[config.mk]
export PLATFORM = sky130hd
export DESIGN_NAME = input_focus_region_router
export DESIGN_NICKNAME = d
export VERILOG_FILES = /design/src/rtl/ifrr_pkg.sv /design/src/rtl/ifrr_cell.sv /design/src/rtl/ifrr_chain.sv /design/src/rtl/input_focus_region_router.sv
export SDC_FILE = /design/constraint.sdc
export NUM_CORES = 2
export LEC_CHECK = 0
export CORE_MARGIN = 2
export CORE_UTILIZATION = 50
export CTS_CLUSTER_DIAMETER = 100
export DETAILED_ROUTE_END_ITERATION = 7
export DONT_BUFFER_PORTS = 1
export GPL_TIMING_DRIVEN = 1
export PLACE_DENSITY = 0.62
export SLEW_MARGIN = 20
export SYNTH_ARGS = -nofsm -noshare
export SYNTH_HDL_FRONTEND = slang
export SYNTH_SLANG_ARGS = --single-unit
[constraint.sdc]
create_clock -name clk -period 70.7 [get_ports clk]
set_input_delay 3.535 -clock clk [delete_from_list [all_inputs] [get_ports clk]]
set_output_delay 3.535 -clock clk [all_outputs]
set_load 0.05 [all_outputs]
[src/rtl/ifrr_pkg.sv]
// shared types, codes and helpers for the input focus region router
`default_nettype none

package ifrr_pkg;

    localparam int MAX_REGIONS_DEF = 16;

    localparam int EDGE_W = 20;
    localparam int POS_W  = 16;
    localparam int FRAC_W = 4;

    // function codes
    localparam logic [1:0] FUNC_BEGIN    = 2'd0;
    localparam logic [1:0] FUNC_REGISTER = 2'd1;
    localparam logic [1:0] FUNC_RESOLVE  = 2'd2;

    // layer codes
    localparam logic [1:0] LAYER_SYSTEM = 2'd0;
    localparam logic [1:0] LAYER_UI     = 2'd1;
    localparam logic [1:0] LAYER_GAME   = 2'd2;

    // event kinds
    localparam logic [2:0] KIND_BUTTON   = 3'd0;
    localparam logic [2:0] KIND_MOVE     = 3'd1;
    localparam logic [2:0] KIND_WHEEL    = 3'd2;
    localparam logic [2:0] KIND_KEYBOARD = 3'd3;

    typedef enum logic [0:0] {
        ST_IDLE,
        ST_SCAN
    } state_t;

    typedef struct packed {
        logic [1:0]               func;
        logic                     disable_flag;
        logic                     text_entry_flag;
        logic signed [EDGE_W-1:0] edge_left;
        logic signed [EDGE_W-1:0] edge_top;
        logic signed [EDGE_W-1:0] edge_right;
        logic signed [EDGE_W-1:0] edge_bottom;
        logic [1:0]               layer_code;
        logic [2:0]               event_kind;
        logic                     button_down;
        logic signed [POS_W-1:0]  pointer_x;
        logic signed [POS_W-1:0]  pointer_y;
    } in_word_t;

    typedef struct packed {
        logic [1:0] routed_layer;
        logic       region_dropped;
    } out_word_t;

    // one stored rectangle
    typedef struct packed {
        logic signed [EDGE_W-1:0] left;
        logic signed [EDGE_W-1:0] top;
        logic signed [EDGE_W-1:0] right;
        logic signed [EDGE_W-1:0] bottom;
        logic [1:0]               layer;
    } region_t;

    // hit-test query moving down the cell row
    typedef struct packed {
        logic                     valid;
        logic signed [EDGE_W-1:0] x;
        logic signed [EDGE_W-1:0] y;
        logic                     hit;
        logic [1:0]               layer;
    } probe_t;

    // pixel position to edge fixed point
    function automatic logic signed [EDGE_W-1:0] pos_to_fix(
        input logic signed [POS_W-1:0] pos
    );
        return $signed({pos, {FRAC_W{1'b0}}});
    endfunction

endpackage

`default_nettype wire

[src/rtl/ifrr_cell.sv]
// one region slot: holds a rectangle, shifts it on append, tests the passing probe
`default_nettype none

module ifrr_cell #(
    parameter int CNT_W = 5
) (
    input  wire logic                clk,
    input  wire logic                rst_n,
    input  wire logic                shift_en,
    input  wire ifrr_pkg::region_t   region_in,
    output ifrr_pkg::region_t        region_out,
    input  wire ifrr_pkg::probe_t    probe_in,
    input  wire logic [CNT_W-1:0]    left_in,
    output ifrr_pkg::probe_t         probe_out,
    output logic [CNT_W-1:0]         left_out
);
    import ifrr_pkg::*;

    region_t          region_reg;
    probe_t           probe_reg;
    logic             probe_valid_reg;
    probe_t           probe_next;
    logic [CNT_W-1:0] left_reg;
    logic [CNT_W-1:0] left_next;
    logic             in_rect;

    // slot is live only while the remaining count is nonzero
    always_comb
    begin
        in_rect = (left_in != '0) &&
                  (probe_in.x >= region_reg.left) && (probe_in.x < region_reg.right) &&
                  (probe_in.y >= region_reg.top)  && (probe_in.y < region_reg.bottom);
        probe_next = probe_in;
        if (probe_in.valid && !probe_in.hit && in_rect)
        begin
            probe_next.hit   = 1'b1;
            probe_next.layer = region_reg.layer;
        end
        left_next = (left_in != '0) ? left_in - 1'b1 : '0;
    end

    always_ff @(posedge clk)
    begin
        if (shift_en)
        begin
            region_reg <= region_in;
        end
    end

    always_ff @(posedge clk or negedge rst_n)
    begin
        if (!rst_n)
        begin
            probe_valid_reg <= 1'b0;
        end
        else
        begin
            probe_valid_reg <= probe_next.valid;
        end
    end

    always_ff @(posedge clk)
    begin
        probe_reg <= probe_next;
        left_reg  <= left_next;
    end

    // valid comes from the reset flop, the rest from the data flops
    always_comb
    begin
        probe_out       = probe_reg;
        probe_out.valid = probe_valid_reg;
    end

    assign region_out = region_reg;
    assign left_out   = left_reg;

endmodule

`default_nettype wire

[src/rtl/ifrr_chain.sv]
// row of region cells, newest rectangle in the first cell
`default_nettype none

module ifrr_chain #(
    parameter int MAX_REGIONS = ifrr_pkg::MAX_REGIONS_DEF,
    parameter int CNT_W       = $clog2(MAX_REGIONS + 1)
) (
    input  wire logic               clk,
    input  wire logic               rst_n,
    input  wire logic               shift_en,
    input  wire ifrr_pkg::region_t  region_new,
    input  wire ifrr_pkg::probe_t   probe_in,
    input  wire logic [CNT_W-1:0]   count_in,
    output ifrr_pkg::probe_t        probe_out
);
    import ifrr_pkg::*;

    region_t          region_link [0:MAX_REGIONS];
    probe_t           probe_link  [0:MAX_REGIONS];
    logic [CNT_W-1:0] left_link   [0:MAX_REGIONS];

    assign region_link[0] = region_new;
    assign probe_link[0]  = probe_in;
    assign left_link[0]   = count_in;

    for (genvar k = 0; k < MAX_REGIONS; k++)
    begin : g_cell
        ifrr_cell #(
            .CNT_W (CNT_W)
        ) u_cell (
            .clk        (clk),
            .rst_n      (rst_n),
            .shift_en   (shift_en),
            .region_in  (region_link[k]),
            .region_out (region_link[k+1]),
            .probe_in   (probe_link[k]),
            .left_in    (left_link[k]),
            .probe_out  (probe_link[k+1]),
            .left_out   (left_link[k+1])
        );
    end

    assign probe_out = probe_link[MAX_REGIONS];

endmodule

`default_nettype wire

[src/rtl/input_focus_region_router.sv]
// top level of the input focus region router: control, focus state and result register
//
// usage: one request channel (req_valid / req_ready / req) and one response
// channel (rsp_valid / rsp_ready / rsp); every request word yields exactly one
// response word, in order
// begin frame empties the region table and latches the disabled and text-entry
// flags; register appends a rectangle at the head of the cell row (newest first)
// or flags it dropped; resolve routes an event to system, UI or gameplay
// response: begin, register and resolves that need no hit test answer in the cycle
// after acceptance; button presses, moves and wheel events send a probe down
// the row of MAX_REGIONS cells, one cell per cycle, and answer once the probe
// leaves the last cell and its result is registered
// throughput: one word per cycle for words without a hit test while each response
// is taken at once; no word is taken while probing; one word in flight at a time
// reset: table empty, no frame seen, focus on system, no response pending
// stall: a waiting response holds in its register; a new request is taken in
// the same cycle the held response leaves
`default_nettype none

module input_focus_region_router #(
    parameter int MAX_REGIONS = ifrr_pkg::MAX_REGIONS_DEF
) (
    input  wire logic                 clk,
    input  wire logic                 rst_n,
    input  wire logic                 req_valid,
    output logic                      req_ready,
    input  wire ifrr_pkg::in_word_t   req,
    output logic                      rsp_valid,
    input  wire logic                 rsp_ready,
    output ifrr_pkg::out_word_t       rsp
);
    import ifrr_pkg::*;

    localparam int CNT_W = $clog2(MAX_REGIONS + 1);

    state_t           state_reg, state_next;
    logic [CNT_W-1:0] count_reg, count_next;
    logic             frame_seen_reg, frame_seen_next;
    logic             off_reg, off_next;
    logic             text_reg, text_next;
    logic [1:0]       focus_reg, focus_next;
    logic [2:0]       kind_reg, kind_next;
    logic             rsp_valid_reg, rsp_valid_next;
    out_word_t        rsp_reg, rsp_next;

    logic             accept;
    logic             shift_en;
    logic             probe_in_ctl;
    region_t          region_new;
    probe_t           probe_in;
    probe_t           probe_out;
    logic [1:0]       fallback;
    logic [1:0]       hit_layer;
    logic             region_ok;
    logic             needs_scan;

    ifrr_chain #(
        .MAX_REGIONS (MAX_REGIONS),
        .CNT_W       (CNT_W)
    ) u_chain (
        .clk        (clk),
        .rst_n      (rst_n),
        .shift_en   (shift_en),
        .region_new (region_new),
        .probe_in   (probe_in),
        .count_in   (count_reg),
        .probe_out  (probe_out)
    );

    // only one word in flight; a held response frees in the accepting cycle
    assign req_ready = (state_reg == ST_IDLE) && (!rsp_valid_reg || rsp_ready);
    assign accept    = req_valid && req_ready;

    // layer code three saturates to gameplay as a fallback
    assign fallback  = (req.layer_code > LAYER_GAME) ? LAYER_GAME : req.layer_code;

    assign region_ok = ((req.layer_code == LAYER_UI) || (req.layer_code == LAYER_GAME)) &&
                       (req.edge_right > req.edge_left) && (req.edge_bottom > req.edge_top);

    assign needs_scan = ((req.event_kind == KIND_BUTTON) && req.button_down) ||
                        (req.event_kind == KIND_MOVE) || (req.event_kind == KIND_WHEEL);

    assign hit_layer = probe_out.hit ? probe_out.layer : LAYER_UI;

    always_comb
    begin
        region_new.left   = req.edge_left;
        region_new.top    = req.edge_top;
        region_new.right  = req.edge_right;
        region_new.bottom = req.edge_bottom;
        region_new.layer  = req.layer_code;
        probe_in.valid    = probe_in_ctl;
        probe_in.x        = pos_to_fix(req.pointer_x);
        probe_in.y        = pos_to_fix(req.pointer_y);
        probe_in.hit      = 1'b0;
        probe_in.layer    = LAYER_UI;
    end

    always_comb
    begin
        state_next      = state_reg;
        count_next      = count_reg;
        frame_seen_next = frame_seen_reg;
        off_next        = off_reg;
        text_next       = text_reg;
        focus_next      = focus_reg;
        kind_next       = kind_reg;
        rsp_valid_next  = rsp_valid_reg;
        rsp_next        = rsp_reg;
        shift_en        = 1'b0;
        probe_in_ctl    = 1'b0;

        if (rsp_valid_reg && rsp_ready)
        begin
            rsp_valid_next = 1'b0;
        end

        case (state_reg)
            ST_IDLE:
            begin
                if (accept)
                begin
                    rsp_valid_next = 1'b1;
                    rsp_next       = '0;
                    case (req.func)
                        FUNC_BEGIN:
                        begin
                            count_next      = '0;
                            frame_seen_next = 1'b1;
                            off_next        = req.disable_flag;
                            text_next       = req.text_entry_flag;
                            if (req.disable_flag)
                            begin
                                focus_next = LAYER_UI;
                            end
                        end
                        FUNC_REGISTER:
                        begin
                            if (region_ok && (count_reg != CNT_W'(MAX_REGIONS)))
                            begin
                                shift_en   = 1'b1;
                                count_next = count_reg + 1'b1;
                            end
                            else
                            begin
                                rsp_next.region_dropped = 1'b1;
                            end
                        end
                        FUNC_RESOLVE:
                        begin
                            if (!frame_seen_reg)
                            begin
                                rsp_next.routed_layer = fallback;
                            end
                            else if (off_reg)
                            begin
                                rsp_next.routed_layer = LAYER_UI;
                            end
                            else if (needs_scan)
                            begin
                                // answer comes back from the end of the cell row
                                rsp_valid_next = 1'b0;
                                probe_in_ctl   = 1'b1;
                                kind_next      = req.event_kind;
                                state_next     = ST_SCAN;
                            end
                            else if (req.event_kind == KIND_KEYBOARD)
                            begin
                                rsp_next.routed_layer =
                                    (text_reg && (focus_reg != LAYER_GAME)) ? LAYER_UI : focus_reg;
                            end
                            else
                            begin
                                rsp_next.routed_layer =
                                    (focus_reg != LAYER_SYSTEM) ? focus_reg : fallback;
                            end
                        end
                        default:
                        begin
                            rsp_next = '0;
                        end
                    endcase
                end
            end
            ST_SCAN:
            begin
                if (probe_out.valid)
                begin
                    rsp_valid_next = 1'b1;
                    rsp_next       = '0;
                    state_next     = ST_IDLE;
                    case (kind_reg)
                        KIND_BUTTON:
                        begin
                            // press takes focus; gameplay focus ends text entry
                            focus_next            = hit_layer;
                            rsp_next.routed_layer = hit_layer;
                            if (hit_layer == LAYER_GAME)
                            begin
                                text_next = 1'b0;
                            end
                        end
                        KIND_MOVE:
                        begin
                            rsp_next.routed_layer =
                                ((focus_reg == LAYER_GAME) && (hit_layer == LAYER_GAME)) ?
                                LAYER_GAME : LAYER_UI;
                        end
                        default:
                        begin
                            rsp_next.routed_layer = hit_layer;
                        end
                    endcase
                end
            end
            default:
            begin
                state_next = ST_IDLE;
            end
        endcase
    end

    always_ff @(posedge clk or negedge rst_n)
    begin
        if (!rst_n)
        begin
            state_reg      <= ST_IDLE;
            count_reg      <= '0;
            frame_seen_reg <= 1'b0;
            off_reg        <= 1'b0;
            text_reg       <= 1'b0;
            focus_reg      <= LAYER_SYSTEM;
            rsp_valid_reg  <= 1'b0;
        end
        else
        begin
            state_reg      <= state_next;
            count_reg      <= count_next;
            frame_seen_reg <= frame_seen_next;
            off_reg        <= off_next;
            text_reg       <= text_next;
            focus_reg      <= focus_next;
            rsp_valid_reg  <= rsp_valid_next;
        end
    end

    always_ff @(posedge clk)
    begin
        kind_reg <= kind_next;
        rsp_reg  <= rsp_next;
    end

    assign rsp_valid = rsp_valid_reg;
    assign rsp       = rsp_reg;

`ifndef ASSERT_OFF
    a_count_bound: assert property (@(posedge clk) disable iff (!rst_n)
        count_reg <= CNT_W'(MAX_REGIONS))
        else $error("region count above table size");

    a_probe_in_scan: assert property (@(posedge clk) disable iff (!rst_n)
        probe_out.valid |-> (state_reg == ST_SCAN))
        else $error("probe left the cell row outside a scan");

    a_scan_no_rsp: assert property (@(posedge clk) disable iff (!rst_n)
        (state_reg == ST_SCAN) |-> !rsp_valid_reg)
        else $error("response pending during a scan");

    a_register_answers: assert property (@(posedge clk) disable iff (!rst_n)
        (accept && (req.func == FUNC_REGISTER)) |=> rsp_valid_reg)
        else $error("register word gave no response");
`endif

endmodule

`default_nettype wire
* Yosys cells after proc, flatten, opt, wreduce, memory -nomap -nowiden *
Index checks and enable logic that the tools add are counted.
W data, S select, Z words.

word-level totals
  bits in registers = 1949
  input port bits = 126
  output and inout port bits = 5
  word-level logic and storage cells = 504

cells by class
  add/subtract/negate cells = 16
  $lt $le $gt $ge = 67
  equality and inequality tests = 19
  multiplexer cells = 66
  bitwise logic cells = 2
  reduce and logical (&&, ||, !) cells = 151

operators by type and width
  cell                   count
  $ge A20 B20 Y1         32
  $lt A20 B20 Y1         32
  $logic_and A1 B1 Y1    104
  $reduce_bool A5 Y1     16
  $sub A5 B1 Y5 const B  15
  $mux W2                31
  $gt A20 B20 Y1         2
  $mux W1                25
  $logic_not A1 Y1       16
  $pmux W5 S2            1
  $reduce_and A5 Y1      2
  $mux W3                3
  $eq A2 B2 Y1 const B   4
  $ne A2 B1 Y1 const B   4
  $ne A2 B2 Y1 const B   4
  $eq A3 B1 Y1 const B   2
  $eq A3 B2 Y1 const B   2
  $logic_not A3 Y1       2
  $pmux W1 S2            3
  $pmux W3 S2            1
  $reduce_and A6 Y1      1
  $add A5 B1 Y5 const B  1
  $mux W5                1
  $ne A5 B5 Y1 const B   1
  10 further kinds       16

* Longest topological paths before layout *
  word-level depth = 12
  mapped depth = 11
  gate-level depth less buffers = 10

* By module *
Synthesis repeated with hierarchy kept, for this count alone.

unflattened totals
  cells, all modules = 7082
  area, all modules = 91123.6 um^2

modules (own cells, without submodules)
  module                                     instances  cells each  area an instance (um^2)  sequential area each (um^2)
  ifrr_cell at u_chain.g_cell[0].u_cell ...  15         426         5560.3                   3448.3
  ifrr_cell at u_chain.g_cell[1].u_cell      1          428         5562.8                   3448.3
  input_focus_region_router                  1          264         2155.8                   480.5

* Least setup slack after synthesis *
OpenSTA, ideal clock, no wires.

  path kind = input to register
  start point = input port req[105] (netlist bit)
  end point = register count_reg[0]
  setup time = 0.270 ns
  arrival time = 65.038 ns
  data required time = 70.430 ns
  path slack = 5.393 ns
  cell stages on the path = 11
  path buffers = 1
  path through = inv_1 ha_1 a21oi_2 o21ai_1 a221o_1 a2111oi_2 xnor2_1 or3_1 buf_2 nor2_1 mux2_2

between the ends
  word-level cells in the longest chain between the ends = 6

ends and longest elaborated chain
  element                             line                              source
  from (decl)                         input_focus_region_router.sv:27   input wire ifrr_pkg::in_word_t req,
  $gt A20 B20 Y1                      input_focus_region_router.sv:78   (req.edge_right > req.edge_left) && (req.edge_bottom > req.edge_top);
  $logic_and A1 B1 Y1                 input_focus_region_router.sv:77   assign region_ok = ((req.layer_code == LAYER_UI) || (req.layer_code == LAYER_GAME)) &&
  $logic_and A1 B1 Y1                 input_focus_region_router.sv:78
  $logic_and A1 B1 Y1                 input_focus_region_router.sv:139  if (region_ok && (count_reg != CNT_W'(MAX_REGIONS)))
  $ne A2 B2 Y1 (no source line)       --
  $reduce_and A4 Y1 (no source line)  --
  to (signal assigned)                input_focus_region_router.sv:238  count_reg <= count_next;
  to (decl)                           input_focus_region_router.sv:37   logic [CNT_W-1:0] count_reg, count_next;

Every way passes these cells.
A chain may end at the register's enable or synchronous reset.

* Final worst setup path *
  start point = input port req[117] (netlist bit)
  end point = register u_chain.g_cell[10].u_cell.region_reg, in the netlist u_chain.g_cell[10].u_cell.region_out[11], enable pin

between the ends
  word-level cells in the longest chain between the ends = 8

ends and longest elaborated chain
  element               line                              source
  $gt A20 B20 Y1        input_focus_region_router.sv:78
  $logic_and A1 B1 Y1   input_focus_region_router.sv:77
  $logic_and A1 B1 Y1   input_focus_region_router.sv:78
  $logic_and A1 B1 Y1   input_focus_region_router.sv:139
  $mux W1               input_focus_region_router.sv:139
  $mux W1               input_focus_region_router.sv:125  case (req.func)
  $mux W1               input_focus_region_router.sv:121  if (accept)
  $mux W1               input_focus_region_router.sv:118  case (state_reg)
  net shift_en          input_focus_region_router.sv:47   logic shift_en;
  to (signal assigned)  ifrr_cell.sv:46                   region_reg <= region_in;
  to (decl)             ifrr_cell.sv:19                   region_t region_reg;

The timed path passes the listed nets, and every way through them passes these cells.

==> results.ini <==
[run_status]
outcome = finished clean

[grt]
grt_pass1_vias = 45600
global_route.overflow_total = 0
grt_pass1_wl_um = 233000
grt_usage = 0.174
grt_max_degree = 188
antenna_found_initial = 0

[cts]
post_cts_buffers = 0
numCtsBuffers = 194
cts_hold_buf = 0
insertion_delay_ns = 0.80
max-clock-path-buffers = 3
h-tree-depth = 4
cts.sinks = 1949
clk_pin_slew_ns = 0.06
cts_root_buf = clkbuf_16
cts_tree = built
cts_resized = 0

[routing]
wire_per_inst_um = 16.5
first_iter_violations = 1836
vias = 43400
drc = 0
ant_nets = 0
finalWirelength_um = 143000
viasPerCell = 5.03
dr.pass1.iters = 5

[timing]
setup_tns_ns = 0
setup_slack_ns = 61.63
clock_skew_ns = 0.0230
rsz0062_at_grt = no
setup_viol = 0
worst_slew_pin_slew_ns = 1.08
drv_slew = 0
slew_headroom = 0.279
max_freq_mhz = 110
period_minus_slack_ns = 9.07
fin_crit_sh = 0.128
hold_viol_final = 0

[cells_and_area]
nFillCells = 13200
final_util = 0.560
syn_to_final_growth_pct = 11.5
fin_nets = 7485
layout-drive-gt1-share = 0.0551
largest_reg_flops = 1312

[place]
place.detailed.hpwl_um = 109000
place_ws_ns = 60.63
numPortBuffers = 0
globalplace.congestion = 0.864

[synthesis]
synth-warning-count = 0
synthMuxAreaShare = 0.00642
synth_cells = 6069
mappedNetlistNets = 7280
synthesis.area_mm2 = 0.0816
synth_compound_area_frac = 0.0724
synth_xor_area_frac = 0.00290
synth-edff-count = 1318
ys_seq_area_frac = 0.642
async_reset_ff_frac = 0.0144
yosys_register_bits = 1949
synth_largest_area_cell = edfxtp_1
synth_cell_types = 68
netlist.area_leader.share = 0.485
synth_flop_cell = edfxtp_1
avgSynthCellArea_um2 = 13.4
synth_fa_ha_area_frac = 0.166
synth_top_cells_by_area = edfxtp_1 (49%), ha_1 (17%), dfxtp_1 (15%)
synth_top_family_by_area = adder cells
synth-simple-area-share = 0.0576

[worst_setup_path]
r2r-end = u_chain.g_cell[10].u_cell.region_out[11]$_DFFE_PP_
r2r_setup_slack_ns = 64.60
end_kind = flop
rr_worst_depth = 10
reg2reg_from = rsp_valid$_DFF_PN0_
startpoint = req[117]
worstPathRequired_ns = 71.10
crit_end = u_chain.g_cell[10].u_cell.region_out[11]$_DFFE_PP_
critPathKind = in -> reg
worst_setup_path_start_kind = primary input
worst-path-max-fanout = 184
arrival_ns = 9.48

[pwr]
irDropWorstVdd_mv = 0.0297
p_leak_nw = 39.1
power_density_mw_per_mm2 = 27.1

[floorplan]
rows = 148
dieArea_mm2 = 0.166
core_mm2 = 0.162
start_util = 0.502
die_h_um = 408
die_width_um = 408
ios = 131

[min_path]
hp-class = reg -> reg

[job]
maxCapViolations = 0

==> where the power goes <==
group,internal (mW),switching [mW],leakage (nW)
Combinational,0.0681,0.0829,18.6
Clock,0.608,0.408,3.18
Sequential,1.26,0.0379,17.3
==> routing by layer <==
metal / wire length, µm / share of wire / GRT usage
met1: 61100 / 0.43 / 0.209
met2: 69900 / 0.49 / 0.303
met3: 5170 / 0.036 / 0.0336
met4: 6360 / 0.045 / 0.0779
met5: 0 / 0 / 0
==> Yosys cell counts (all sizes together) (57+ instances only) <==
| cell | number |
|---|---|
| edfxtp | 1318 |
| inv | 1143 |
| ha | 1085 |
| dfxtp | 603 |
| a21oi | 296 |
| nor2 | 196 |
| o21ai | 170 |
| nand2 | 167 |
| a21o | 142 |
| nand4 | 121 |
| nand3 | 79 |
| nor4 | 57 |
==> worst max-delay path: stages <==
cell	delay [ns]
inv_1	0.03
ha_1	0.32
nand4_1	0.18
or4_1	0.71
a21oi_1	0.35
a2111oi_2	0.11
xnor2_1	0.23
or3_1	0.48
nor2_4	0.18
buf_12	0.71
buf_12	0.71
buf_12	0.74
buf_4	0.87
==> area by class of cell <==
class / count / area (µm²) / share of cell area
diodes: 4 / 10.0 / 0.000110
clock buffers: 296 / 5810 / 0.0639
clock inverters: 70 / 656 / 0.00721
inverters: 1143 / 4290 / 0.0472
multi-input cells: 2973 / 25000 / 0.274
flip-flops and latches: 1949 / 52400 / 0.576
well taps: 2175 / 2720 / 0.0299
repair buffers: 13 / 160 / 0.00176
==> how the worst min path moves through the flow <==
stage	from	cells past startpoint	end
2_1_floorplan	u_chain.g_cell[10].u_cell.probe_valid_reg$_DFF_PN0_	0	u_chain.g_cell[11].u_cell.probe_valid_reg$_DFF_PN0_
4_1_cts	u_chain.g_cell[12].u_cell.probe_out[35]$_DFF_P_	0	u_chain.g_cell[13].u_cell.probe_out[35]$_DFF_P_
3_5_place_dp	u_chain.g_cell[2].u_cell.probe_valid_reg$_DFF_PN0_	0	u_chain.g_cell[3].u_cell.probe_valid_reg$_DFF_PN0_
6_report	u_chain.g_cell[1].u_cell.probe_out[14]$_DFF_P_	0	u_chain.g_cell[2].u_cell.probe_out[14]$_DFF_P_
5_1_grt	u_chain.g_cell[1].u_cell.probe_out[14]$_DFF_P_	0	u_chain.g_cell[2].u_cell.probe_out[14]$_DFF_P_
3_3_place_gp	u_chain.g_cell[11].u_cell.probe_valid_reg$_DFF_PN0_	0	u_chain.g_cell[12].u_cell.probe_valid_reg$_DFF_PN0_
==> logic make-up (layout without fill, tap and decap cells) <==
| kind of cell | after synthesis | after routing |
|---|---|---|
| AO/OA/AOI/OAI | 923 | 923 |
| XOR/XNOR | 27 | 27 |
| adder cells (fa/ha/maj) | 1085 | 1085 |
| buffers and inverters | 1147 | 1522 |
| flip-flops | 1949 | 1949 |
| multiplexers | 48 | 48 |
| other | 0 | 4 |
| AND/OR/NAND/NOR | 890 | 890 |
==> cell usage in the layout (no fill, tap or decap), drive strengths merged, types with 57 or more instances in the layout <==
cell | netlist | routed
o21ai | 170 | 170
nand3 | 79 | 79
a21oi | 296 | 296
nor2 | 196 | 196
ha | 1085 | 1085
a21o | 142 | 142
nor4 | 57 | 57
clkbuf | 3 | 296
dfxtp | 603 | 603
edfxtp | 1318 | 1318
inv | 1143 | 1147
nand4 | 121 | 121
nand2 | 167 | 167
==> metrics by stage <==
| stage | instance area (µm²) | instances | power, mW | hold slack (ns) |
|---|---|---|---|---|
| 2_1_floorplan | 81600 | 6069 | 1.46 | 0.346 |
| 3_3_place_gp | 84500 | 8253 | 1.47 | 0.357 |
| 3_5_place_dp | 84500 | 8253 | 1.47 | 0.361 |
| 4_1_cts | 90900 | 8619 | 2.49 | 0.364 |
| 5_1_grt | 90900 | 8619 | 2.57 | 0.371 |
| 6_report | 91000 | 8623 | 2.47 | 0.362 |
Note: power is estimated with default switching activity, not from simulation.
